--- config.mk ---
export PLATFORM = sky130hd
export DESIGN_NAME = array_set_table_unit
export DESIGN_NICKNAME = d
export VERILOG_FILES = /design/src/hdl/ast_pkg.sv /design/src/hdl/array_set_table_unit.sv /design/src/hdl/ast_cell.sv /design/src/hdl/ast_chain.sv
export SDC_FILE = /design/constraint.sdc
export NUM_CORES = 1
export LEC_CHECK = 0
export BUFFER_PORTS_ARGS = -buffer_cell sky130_fd_sc_hd__buf_2
export CORE_UTILIZATION = 55
export CTS_CLUSTER_DIAMETER = 50
export CTS_CLUSTER_SIZE = 8
export DETAILED_ROUTE_END_ITERATION = 8
export PLACE_DENSITY = 0.71
export SYNTH_ARGS = -nofsm -noshare
export SYNTH_HDL_FRONTEND = slang
export SYNTH_SLANG_ARGS = --single-unit
--- constraint.sdc ---
create_clock -name clk -period 7.79 [get_ports clk]
set_clock_uncertainty 0.1 [all_clocks]
set_input_delay 1.558 -clock clk [delete_from_list [all_inputs] [get_ports clk]]
set_output_delay 1.558 -clock clk [all_outputs]
set_load 0.01 [all_outputs]
--- src/hdl/ast_pkg.sv ---
`timescale 1ns / 1ps
// shared constants and control types for the ordered set table
// no dependencies
package ast_pkg;

  // table depth default and fixed field widths
  localparam int DEPTH_DEF = 16;
  localparam int VAL_W     = 32;
  localparam int FLD_W     = 5;
  localparam logic [FLD_W-1:0] CAP_RESET = 5'd16;

  // operation codes carried in the input tuser
  localparam logic [1:0] MODE_INSERT = 2'd0;
  localparam logic [1:0] MODE_DELETE = 2'd1;
  localparam logic [1:0] MODE_LOOKUP = 2'd2;

  // result status codes
  localparam logic [1:0] ST_DONE   = 2'd0;
  localparam logic [1:0] ST_FULL   = 2'd1;
  localparam logic [1:0] ST_ABSENT = 2'd2;
  localparam logic [1:0] ST_DUP    = 2'd3;

  // per-cycle commands broadcast to every cell
  typedef struct packed {
    logic load_match;  // compare stored entry with the operand
    logic shift_match; // move match bits one cell toward the head
    logic ins_en;      // write operand into the cell at the count
    logic del_en;      // cells at or after the position take the neighbor entry
  } cell_ctl_t;

endpackage

--- src/hdl/array_set_table_unit.sv ---
`timescale 1ns / 1ps
// ordered set table top level: stream ports, capacity register, sequencer
// depends on ast_pkg and ast_chain
//
// Usage: an input transfer carries an operation in in_tuser and a signed
// 32-bit value in in_tdata. Each item gives exactly one result transfer with
// the position of the value before the operation, a found flag, the count
// after the operation and a status code. The block must be idle when the user
// writes the capacity register via cfg_valid/cfg_ready/cfg_data (unenforced).
// Timing: after the accept, the MATCH state loads the compare into every
// cell, then the match bits shift one cell per cycle toward cell zero until
// the hit or the end of the live entries. The result is then registered
// with the position where the scan stopped (position = count when absent).
// A new item can be taken the cycle after; in_tready is high only in IDLE,
// so no item is taken while the previous one is still being scanned.
// Reset: the count clears to zero and the capacity returns to 16; entries
// are not cleared, no clearing pass is needed.
// Stall: the result waits in the output register while out_tready is low;
// the next item is still accepted and scanned, and is held at its final
// scan step until the output register frees up.
module array_set_table_unit #(
  parameter int DEPTH = ast_pkg::DEPTH_DEF
) (
  input  logic                        clk,
  input  logic                        rst_n,
  // configuration write
  input  logic                        cfg_valid,
  output logic                        cfg_ready,
  input  logic [ast_pkg::FLD_W-1:0]   cfg_data,   // capacity_limit
  // operations in
  input  logic                        in_tvalid,
  output logic                        in_tready,
  input  logic [ast_pkg::VAL_W-1:0]   in_tdata,   // value[31:0]
  input  logic [1:0]                  in_tuser,   // mode[1:0]
  // results out
  output logic                        out_tvalid,
  input  logic                        out_tready,
  output logic [15:0]                 out_tdata,  // position[4:0], found[5],
                                                  // count_after[10:6], zero pad
  output logic [1:0]                  out_tuser   // status[1:0]
);
  import ast_pkg::*;

  localparam int CNT_W = $clog2(DEPTH + 1);
  localparam int CMP_W = (CNT_W > FLD_W) ? CNT_W : FLD_W;

  typedef enum logic [1:0] {IDLE, MATCH, SCAN} state_t;

  state_t           state_r;
  logic [1:0]       mode_r;
  logic [VAL_W-1:0] value_r;
  logic [CNT_W-1:0] pos_r;
  logic [CNT_W-1:0] count_r;
  logic [CNT_W-1:0] count_nxt;
  logic [FLD_W-1:0] cap_r;
  logic             out_valid_r;
  logic [FLD_W-1:0] out_pos_r;
  logic             out_found_r;
  logic [FLD_W-1:0] out_cnt_r;
  logic [1:0]       out_status_r;
  logic [1:0]       status_nxt;

  cell_ctl_t ctl;
  logic      head_match;
  logic      scan_end;
  logic      hit;
  logic      full;
  logic      out_free;
  logic      fire;

  // capacity register
  assign cfg_ready = 1'b1;
  always_ff @(posedge clk) begin
    if (!rst_n) begin
      cap_r <= CAP_RESET;
    end else if (cfg_valid) begin
      cap_r <= cfg_data;
    end
  end

  // scan decisions
  assign in_tready = (state_r == IDLE);
  assign scan_end  = (pos_r == count_r) || head_match;
  assign hit       = (pos_r != count_r);
  assign full      = (CMP_W'(count_r) >= CMP_W'(cap_r)) || (count_r == CNT_W'(DEPTH));
  assign out_free  = !out_valid_r || out_tready;
  assign fire      = (state_r == SCAN) && scan_end && out_free;

  // commands to the cell row
  always_comb begin
    ctl.load_match  = (state_r == MATCH);
    ctl.shift_match = (state_r == SCAN) && !scan_end;
    ctl.ins_en      = fire && (mode_r == MODE_INSERT) && !hit && !full;
    ctl.del_en      = fire && (mode_r == MODE_DELETE) && hit;
  end

  // status and next count
  always_comb begin
    status_nxt = ST_DONE;
    count_nxt  = count_r;
    priority if (mode_r == MODE_INSERT) begin
      if (hit) begin
        status_nxt = ST_DUP;
      end else if (full) begin
        status_nxt = ST_FULL;
      end else begin
        count_nxt = count_r + CNT_W'(1);
      end
    end else if (mode_r == MODE_DELETE) begin
      if (!hit) begin
        status_nxt = ST_ABSENT;
      end else begin
        count_nxt = count_r - CNT_W'(1);
      end
    end else begin
      status_nxt = ST_DONE;
    end
  end

  // sequencer with registered results
  always_ff @(posedge clk) begin
    if (!rst_n) begin
      state_r     <= IDLE;
      count_r     <= '0;
      out_valid_r <= 1'b0;
    end else begin
      if (out_valid_r && out_tready && !fire) begin
        out_valid_r <= 1'b0;
      end
      unique case (state_r)
        IDLE: begin
          if (in_tvalid) begin
            mode_r  <= in_tuser;
            value_r <= in_tdata;
            pos_r   <= '0;
            state_r <= MATCH;
          end
        end
        MATCH: begin
          state_r <= SCAN;
        end
        SCAN: begin
          if (!scan_end) begin
            pos_r <= pos_r + CNT_W'(1);
          end else if (out_free) begin
            out_valid_r  <= 1'b1;
            out_pos_r    <= FLD_W'(pos_r);
            out_found_r  <= hit;
            out_cnt_r    <= FLD_W'(count_nxt);
            out_status_r <= status_nxt;
            count_r      <= count_nxt;
            state_r      <= IDLE;
          end
        end
        default: begin
          state_r <= IDLE;
        end
      endcase
    end
  end

  ast_chain #(
    .DEPTH (DEPTH),
    .CNT_W (CNT_W)
  ) u_chain (
    .clk        (clk),
    .ctl        (ctl),
    .pos        (pos_r),
    .count      (count_r),
    .value      (value_r),
    .head_match (head_match)
  );

  assign out_tvalid = out_valid_r;
  assign out_tdata  = {5'd0, out_cnt_r, out_found_r, out_pos_r};
  assign out_tuser  = out_status_r;

  // checks on the sequencer
  a_accept_to_match: assert property (@(posedge clk) disable iff (!rst_n)
    (in_tvalid && in_tready) |=> (state_r == MATCH))
    else $error("accepted item did not start a compare");

  a_scan_bound: assert property (@(posedge clk) disable iff (!rst_n)
    (state_r == SCAN) |-> (pos_r <= count_r))
    else $error("scan ran past the live entries");

  a_insert_count: assert property (@(posedge clk) disable iff (!rst_n)
    ctl.ins_en |=> (count_r == $past(count_r) + CNT_W'(1)))
    else $error("insert did not grow the count");

  a_fire_result: assert property (@(posedge clk) disable iff (!rst_n)
    fire |=> (out_valid_r && (state_r == IDLE)))
    else $error("finished scan gave no result");

endmodule

--- src/hdl/ast_cell.sv ---
`timescale 1ns / 1ps
// one table cell: a stored entry and a match bit that shifts toward the head
// depends on ast_pkg
module ast_cell #(
  parameter int IDX     = 0,
  parameter int CNT_W   = 5,
  parameter bit IS_LAST = 1'b0
) (
  input  logic                       clk,
  input  ast_pkg::cell_ctl_t         ctl,
  input  logic [CNT_W-1:0]           pos,
  input  logic [CNT_W-1:0]           count,
  input  logic [ast_pkg::VAL_W-1:0]  value,
  input  logic [ast_pkg::VAL_W-1:0]  next_entry,
  input  logic                       next_match,
  output logic [ast_pkg::VAL_W-1:0]  entry,
  output logic                       match
);
  import ast_pkg::*;

  logic [VAL_W-1:0] entry_r;
  logic             match_r;
  logic             at_count;
  logic             at_or_after;

  assign at_count    = (count == CNT_W'(IDX));
  assign at_or_after = (CNT_W'(IDX) >= pos);

  // stored entry: append at the count, compact on delete
  always_ff @(posedge clk) begin
    if (ctl.ins_en && at_count) begin
      entry_r <= value;
    end else if (ctl.del_en && at_or_after && !IS_LAST) begin
      entry_r <= next_entry;
    end
  end

  // match bit: load on compare, then hand toward cell zero
  always_ff @(posedge clk) begin
    if (ctl.load_match) begin
      match_r <= (entry_r == value);
    end else if (ctl.shift_match) begin
      match_r <= next_match;
    end
  end

  assign entry = entry_r;
  assign match = match_r;

endmodule

--- src/hdl/ast_chain.sv ---
`timescale 1ns / 1ps
// row of table cells linked to their upper neighbor
// depends on ast_pkg and ast_cell
module ast_chain #(
  parameter int DEPTH = ast_pkg::DEPTH_DEF,
  parameter int CNT_W = $clog2(DEPTH + 1)
) (
  input  logic                       clk,
  input  ast_pkg::cell_ctl_t         ctl,
  input  logic [CNT_W-1:0]           pos,
  input  logic [CNT_W-1:0]           count,
  input  logic [ast_pkg::VAL_W-1:0]  value,
  output logic                       head_match
);
  import ast_pkg::*;

  logic [VAL_W-1:0] entry [DEPTH];
  logic [DEPTH-1:0] match;

  // each cell takes entry and match bit from the cell above it
  for (genvar i = 0; i < DEPTH; i++) begin : g_cell
    logic [VAL_W-1:0] nxt_entry;
    logic             nxt_match;
    if (i == DEPTH - 1) begin : g_top
      assign nxt_entry = '0;
      assign nxt_match = 1'b0;
    end else begin : g_mid
      assign nxt_entry = entry[i+1];
      assign nxt_match = match[i+1];
    end
    ast_cell #(
      .IDX     (i),
      .CNT_W   (CNT_W),
      .IS_LAST (i == DEPTH - 1)
    ) u_cell (
      .clk        (clk),
      .ctl        (ctl),
      .pos        (pos),
      .count      (count),
      .value      (value),
      .next_entry (nxt_entry),
      .next_match (nxt_match),
      .entry      (entry[i]),
      .match      (match[i])
    );
  end

  assign head_match = match[0];

endmodule
======== Word-level counts from Yosys, hierarchy flattened ========
Cells that the tools add are included.
storage, ports and cells
  logic and storage cells ................. 260
  output and inout port bits .............. 21
  input port bits ......................... 44
  register bits ........................... 593
cells by class
  muxes and demuxes ....................... 83
  eq/ne operators ......................... 41
  add/subtract/negate cells ............... 3
  reduce and logical (&&, ||, !) cells .... 74
  order comparisons ....................... 16
operators with widths
  kind                                                              count
  2-to-1 mux 32 bit                                                 30
  == test 32 bit                                                    16
  logical AND 1 bit                                                 41
  == test 5 x 4 -> 1 bit, second input constant                     8
  2-to-1 mux 1 bit                                                  37
  greater-or-equal comparator 4 x 5 -> 1 bit, first input constant  7
  2-to-1 mux 5 bit                                                  7
  nonzero test 2 bit                                                17
  == test 5 x 3 -> 1 bit, second input constant                     4
  greater-or-equal comparator 3 x 5 -> 1 bit, first input constant  4
  2-to-1 mux 2 bit                                                  7
  adder 5 x 1 -> 5 bit, second input constant                       2
  == test 5 x 2 -> 1 bit, second input constant                     2
  greater-or-equal comparator 1 x 5 -> 1 bit, first input constant  2
  greater-or-equal comparator 2 x 5 -> 1 bit, first input constant  2
  case mux 5 bit (2 select lines)                                   1
  AND reduction 3 bit                                               3
  != test 2 bit, second input constant                              4
  AND reduction 4 bit                                               2
  case mux 2 bit (3 select lines)                                   1
  == test 5 x 1 -> 1 bit, second input constant                     1
  == test 5 bit                                                     1
  == test 5 bit, second input constant                              1
  greater-or-equal comparator 5 bit                                 1
  other kinds (8)                                                   16

======== Longest topological paths before layout ========
  depth in word-level cells ............... 10
  mapped depth ............................ 11

======== By module ========
From an unflattened synthesis, not the netlist that was laid out.
second synthesis, totals
  cells, all modules ...................... 2,076
  area total of the unflattened synthesis .. 32,401.1 um2
by module, submodules not included
  module                                    area an instance (um2)  instances  seq. area each (um2)  cells each
  ast_cell (u_chain.g_cell[11].u_cell ...)  1,809.2                 2          991.0                 119
  array_set_table_unit                      2,736.4                 1          1,821.7               206
  ast_cell (u_chain.g_cell[3].u_cell)       1,924.3                 1          991.0                 119
  ast_cell (u_chain.g_cell[2].u_cell)       1,923.1                 1          991.0                 120
  ast_cell (u_chain.g_cell[8].u_cell)       1,921.8                 1          991.0                 119
  ast_cell (u_chain.g_cell[4].u_cell)       1,920.6                 1          991.0                 120
  ast_cell (u_chain.g_cell[12].u_cell)      1,919.3                 1          991.0                 119
  ast_cell (u_chain.g_cell[1].u_cell)       1,916.8                 1          991.0                 119
  ast_cell (u_chain.g_cell[10].u_cell)      1,914.3                 1          991.0                 120
  ast_cell (u_chain.g_cell[9].u_cell)       1,908.1                 1          991.0                 119
  ast_cell (u_chain.g_cell[6].u_cell)       1,906.8                 1          991.0                 120
  ast_cell (u_chain.g_cell[5].u_cell)       1,904.3                 1          991.0                 119
  ast_cell (u_chain.g_cell[0].u_cell)       1,898.1                 1          991.0                 119
  ast_cell (u_chain.g_cell[13].u_cell)      1,810.5                 1          991.0                 119
  3 more rows                               --                      --         --                    --

======== Worst setup path after synthesis ========
Ideal clock, no wire load.
  path kind ............................... input -> register
  start point ............................. input port in_tvalid
  end point ............................... register mode_r[0], enable pin
  buffers on the path ..................... 0
  required time ........................... 7,178 ps
  path slack .............................. 2,288 ps
  library setup time ...................... 512 ps
  cell stages on the path ................. 1
  arrival time ............................ 4,890 ps
  cells stage by stage .................... nor4bb_1
between the ends
  cells in the longest elaborated chain, start to end .. 1
RTL lines
  what                           RTL line                     text
  start: declaration             array_set_table_unit.sv:31   input logic in_tvalid,
  AND reduction 3 bit (no line)  --
  end signal: assignment         array_set_table_unit.sv:133  mode_r <= in_tuser;
  end: declaration               array_set_table_unit.sv:50   logic [1:0] mode_r;
Every way passes these cells.
A chain may end at the register's enable or synchronous reset.

======== Worst setup path after layout ========
  start point ............................. register count_r[0]
  end point ............................... register u_chain.g_cell[4].u_cell.entry_r[12], enable pin
between the ends
  cells in the longest elaborated chain, start to end .. 9
  elaborated cells between the ends (all ways) .. 19
RTL lines
  what                                                                                       RTL line                     text
  start: declaration                                                                         array_set_table_unit.sv:53   logic [CNT_W-1:0] count_r;
  start signal: assignment                                                                   array_set_table_unit.sv:151  count_r <= count_nxt;
  parallel branches: the longest is 8 deep, another holds greater-or-equal comparator 5 bit  --
  nonzero test 2 bit (no line) *                                                             --
  end signal: assignment                                                                     ast_cell.sv:32               entry_r <= value;
  end signal: assignment                                                                     ast_cell.sv:34               entry_r <= next_entry;
  end: declaration                                                                           ast_cell.sv:21               logic [VAL_W-1:0] entry_r;
Every way passes the cells marked *.

==> impl_metrics.csv <==
group,metric,value,unit
finish,drive_above_1_share,0.263,
min_path,hp-class,"register to register",
place,dp_hpwl,49000,um
yosys,netlist_instances,2186,
yosys,synth_warnings,0,
floorplan,core_area,56600,sq um
setup_path,cp-end-kind,"register",
sta,fin_crit_sh,0.548,
yosys,synth_area,31600,sq um
finish,syn2layout_area_growth,10.2,%
place,place_congestion,0.828,
pwr,ir_worst_vdd,0.000194,V
finish,seqCellArea,17700,sq um
sta,finalSetupViolCount,0,
sta,fmax,0.234,GHz
yosys,yosysTopAreaCell,"edfxtp_1",
sta,maxSlewViolCount,0,
drt,drt_iter0_markers,1391,
global_routing,antenna_found_initial,0,
yosys,synthArstFlopShare,0,
drt,drt_wl_total,76000,um
sta,final.setup.tns,0,ns
finish,multiInputGateArea,12900,sq um
yosys,synth_area_per_cell,14.4,sq um
global_routing,grt_max_degree,35,
floorplan,die-area,58400,sq um
global_routing,grt_pass1_vias,18600,
clocking,cts.hold.buffers_added,0,
drt,via_per_inst,5.95,
pwr,pwr-share-comb,0.043,
setup_path,critical_path.max_stage_delay,1.04,ns
pwr,p_seq_frac,0.480,
setup_path,r2r_start,"count_r[0]",
min_path,min_from,"cap_r[1]",
yosys,synth_area_leaders,"edfxtp_1, mux2_2, xor2_1",
place,port_buffers,58,
setup_path,critPathRequiredTime,7.91,ns
finish,final_common_cell,"edfxtp_1",
finish,mostFrequentLayoutCells,"edfxtp_1, xor2_1, xnor2_1",
sta,hold_slack,0.431,ns
clocking,cts_resized,0,
sta,timing.final.crit_period,4.27,ns
finish,nFillCells,4222,
clocking,tritoncts,"done",
min_path,hold_end,"cap_r[1]",
yosys,ys_types,59,
drt,drc,0,
yosys,ys_seq_area_frac,0.560,
global_routing,grt-ovfl-total,0,
floorplan,top_level_ports,65,
clocking,root_buffer,"clkbuf_16",
global_routing,grt_usage,0.261,
sta,hold_viol_final,0,
yosys,synth_edf_count,580,
clocking,cts_buffers,88,
yosys,synth-main-ff-cell,"edfxtp_1",
job,maxCapViolations,0,
run_status,status,"completed",
setup_path,cpLargestDelayFamily,"simple AND/OR/NAND/NOR gates",
drt,drt.antenna.violating_nets,0,
finish,nets,2249,
pwr,power_frac_clock,0.477,
clocking,clk_pin_slew_worst_paths,0.05,ns
floorplan,dieHeight,242,um
setup_path,crit_type,"register to register",
pwr,internal_power,5.70,mW
clocking,htree_levels,3,
drt,routed-via-count,17800,
setup_path,r2r_slack,3.52,ns
finish,fin_area,34800,sq um
floorplan,initial_core_util,0.558,
finish,n_antenna_cell,0,
sta,slew-limit-headroom,0.122,
min_path,hold_depth,2,
pwr,power.density,210,nW/um^2
clocking,cts_max_path_buffers,3,
setup_path,cp_cell_sequence,"inv_1 > ha_1 > nand2b_1 > a2111oi_2 > nor3_2 > buf_4 > or4_4 > nand2_1",
sta,rsz0062_at_grt,"false",
sta,tightestPinTransition,1.31,ns
pwr,switching_share,0.220,
setup_path,arrival,4.39,ns
yosys,synth_top_area_share,0.552,
setup_path,r2r_cells,8,
pwr,leakagePower,11.9,nW
drt,avgRoutedWirePerCell,25.4,um
place,placed_area,32300,sq um
setup_path,crit_fanout,34,
yosys,ys_seq_elements,593,
clocking,cts_sinks,593,
global_routing,grt_pass1_wl,115000,um
clocking,clk_latency,0.64,ns
floorplan,rows,87,
clocking,post_cts_buffers,0,
setup_path,startpoint_type,"register",
floorplan,die_x,242,um
setup_path,crit_path_top_delay_cell,"nand2_1",
setup_path,worstReg2RegEnd,"u_chain.g_cell[4].u_cell.entry[12]",
setup_path,path_buf_inv,2,
drt,first_pass_iters,5,
pwr,p_sw,1.61,mW
[how the worst max path moves through the flow]
stage                                                     to  cells past startpoint        from  slack, ns
final                     u_chain.g_cell[4].u_cell.entry[12]                      8  count_r[0]       3.52
after floorplan                                    mode_r[0]                      1   in_tvalid       2.29
after CTS                 u_chain.g_cell[4].u_cell.entry[17]                      8  count_r[0]       3.54
after global placement    u_chain.g_cell[4].u_cell.entry[15]                      6  out_tready       3.22
after global routing      u_chain.g_cell[4].u_cell.entry[15]                      8  count_r[0]       3.28
after detailed placement  u_chain.g_cell[4].u_cell.entry[20]                      6  out_tready       3.14
[synthesized netlist by cell type, types with 7 or more instances]
| cell | n |
|---|---|
| dfxtp_1 | 13 |
| o21ai_0 | 14 |
| nor3_1 | 26 |
| buf_4 | 14 |
| buf_1 | 29 |
| mux2_2 | 232 |
| nand4_1 | 62 |
| edfxtp_1 | 580 |
| inv_1 | 13 |
| mux2_1 | 133 |
| buf_6 | 27 |
| nor2_1 | 13 |
| clkbuf_1 | 109 |
| ha_1 | 14 |
| mux2_4 | 108 |
| xnor2_1 | 236 |
| xor2_1 | 284 |
| nor2b_1 | 9 |
| a22o_1 | 15 |
| nand2_1 | 39 |
| buf_2 | 26 |
| nor4_1 | 84 |
| nand3_1 | 23 |
| mux2i_1 | 7 |
[sequential cells by signal, summed over array words and instances, names as in the netlist, 5 cells and up]
name	cells
u_chain.g_cell.u_cell.match	16
out_pos_r	5
count_r	5
pos_r	5
out_cnt_r	5
cap_r	5
u_chain.g_cell.u_cell.entry	512
value_r	32
[power groups by stage]
stage	clock, mW	sequential [mW]	combinational [mW]
floorplan	0	3.56	0.211
finish	3.49	3.51	0.315
CTS	3.53	3.51	0.314
global placement	0	3.57	0.308
global route	3.67	3.51	0.334
detailed placement	0	3.57	0.312
[routing by layer]
metal,wire length (um),GRT usage,up-vias
met5,0,0,-
met4,2130,0.0854,0
met3,3590,0.0386,149
met2,37800,0.441,575
met1,32500,0.345,9070
li1,-,-,7989
[final cells by class]
class,instances,area share
Timing Repair Buffer,116,0.0208
Clock buffer,117,0.0679
Multi-Input combinational cell,1378,0.370
Clock inverter,15,0.00510
Sequential cell,593,0.508
Inverter,14,0.00151
Tap cell,756,0.0272
[logic make-up (layout without fill, tap and decap cells)]
group           Yosys count  count (layout)  synth area share
xor+xnor                522             522             0.145
flops                   593             593             0.560
buf+inv                 219             262            0.0351
mux                     480             480             0.184
other cells               2               6          0.000238
compound gates           60              60            0.0137
simple gates            296             296            0.0565
fa+ha+maj                14              14           0.00555
[per-stage QoR]
step / setup WS (ns) / util / power (mW) / cells
2_1_floorplan: 2.29 / - / 3.77 / 2190
3_3_place_gp: 3.22 / 0.570 / 3.88 / 2857
3_5_place_dp: 3.14 / 0.570 / 3.88 / 2857
4_1_cts: 3.54 / 0.615 / 7.36 / 2989
5_1_grt: 3.28 / 0.615 / 7.51 / 2989
6_report: 3.52 / 0.615 / 7.31 / 2989
[tightest hold or removal path, delay by kind of cell (launching register included)]
| family | cells | cell delay [ns] |
|---|---|---|
| DFF | 1 | 0.33 |
| and+or+nand+nor | 1 | 0.10 |
| muxes | 1 | 0.07 |
No activity file was read; power rests on OpenSTA's default activity.
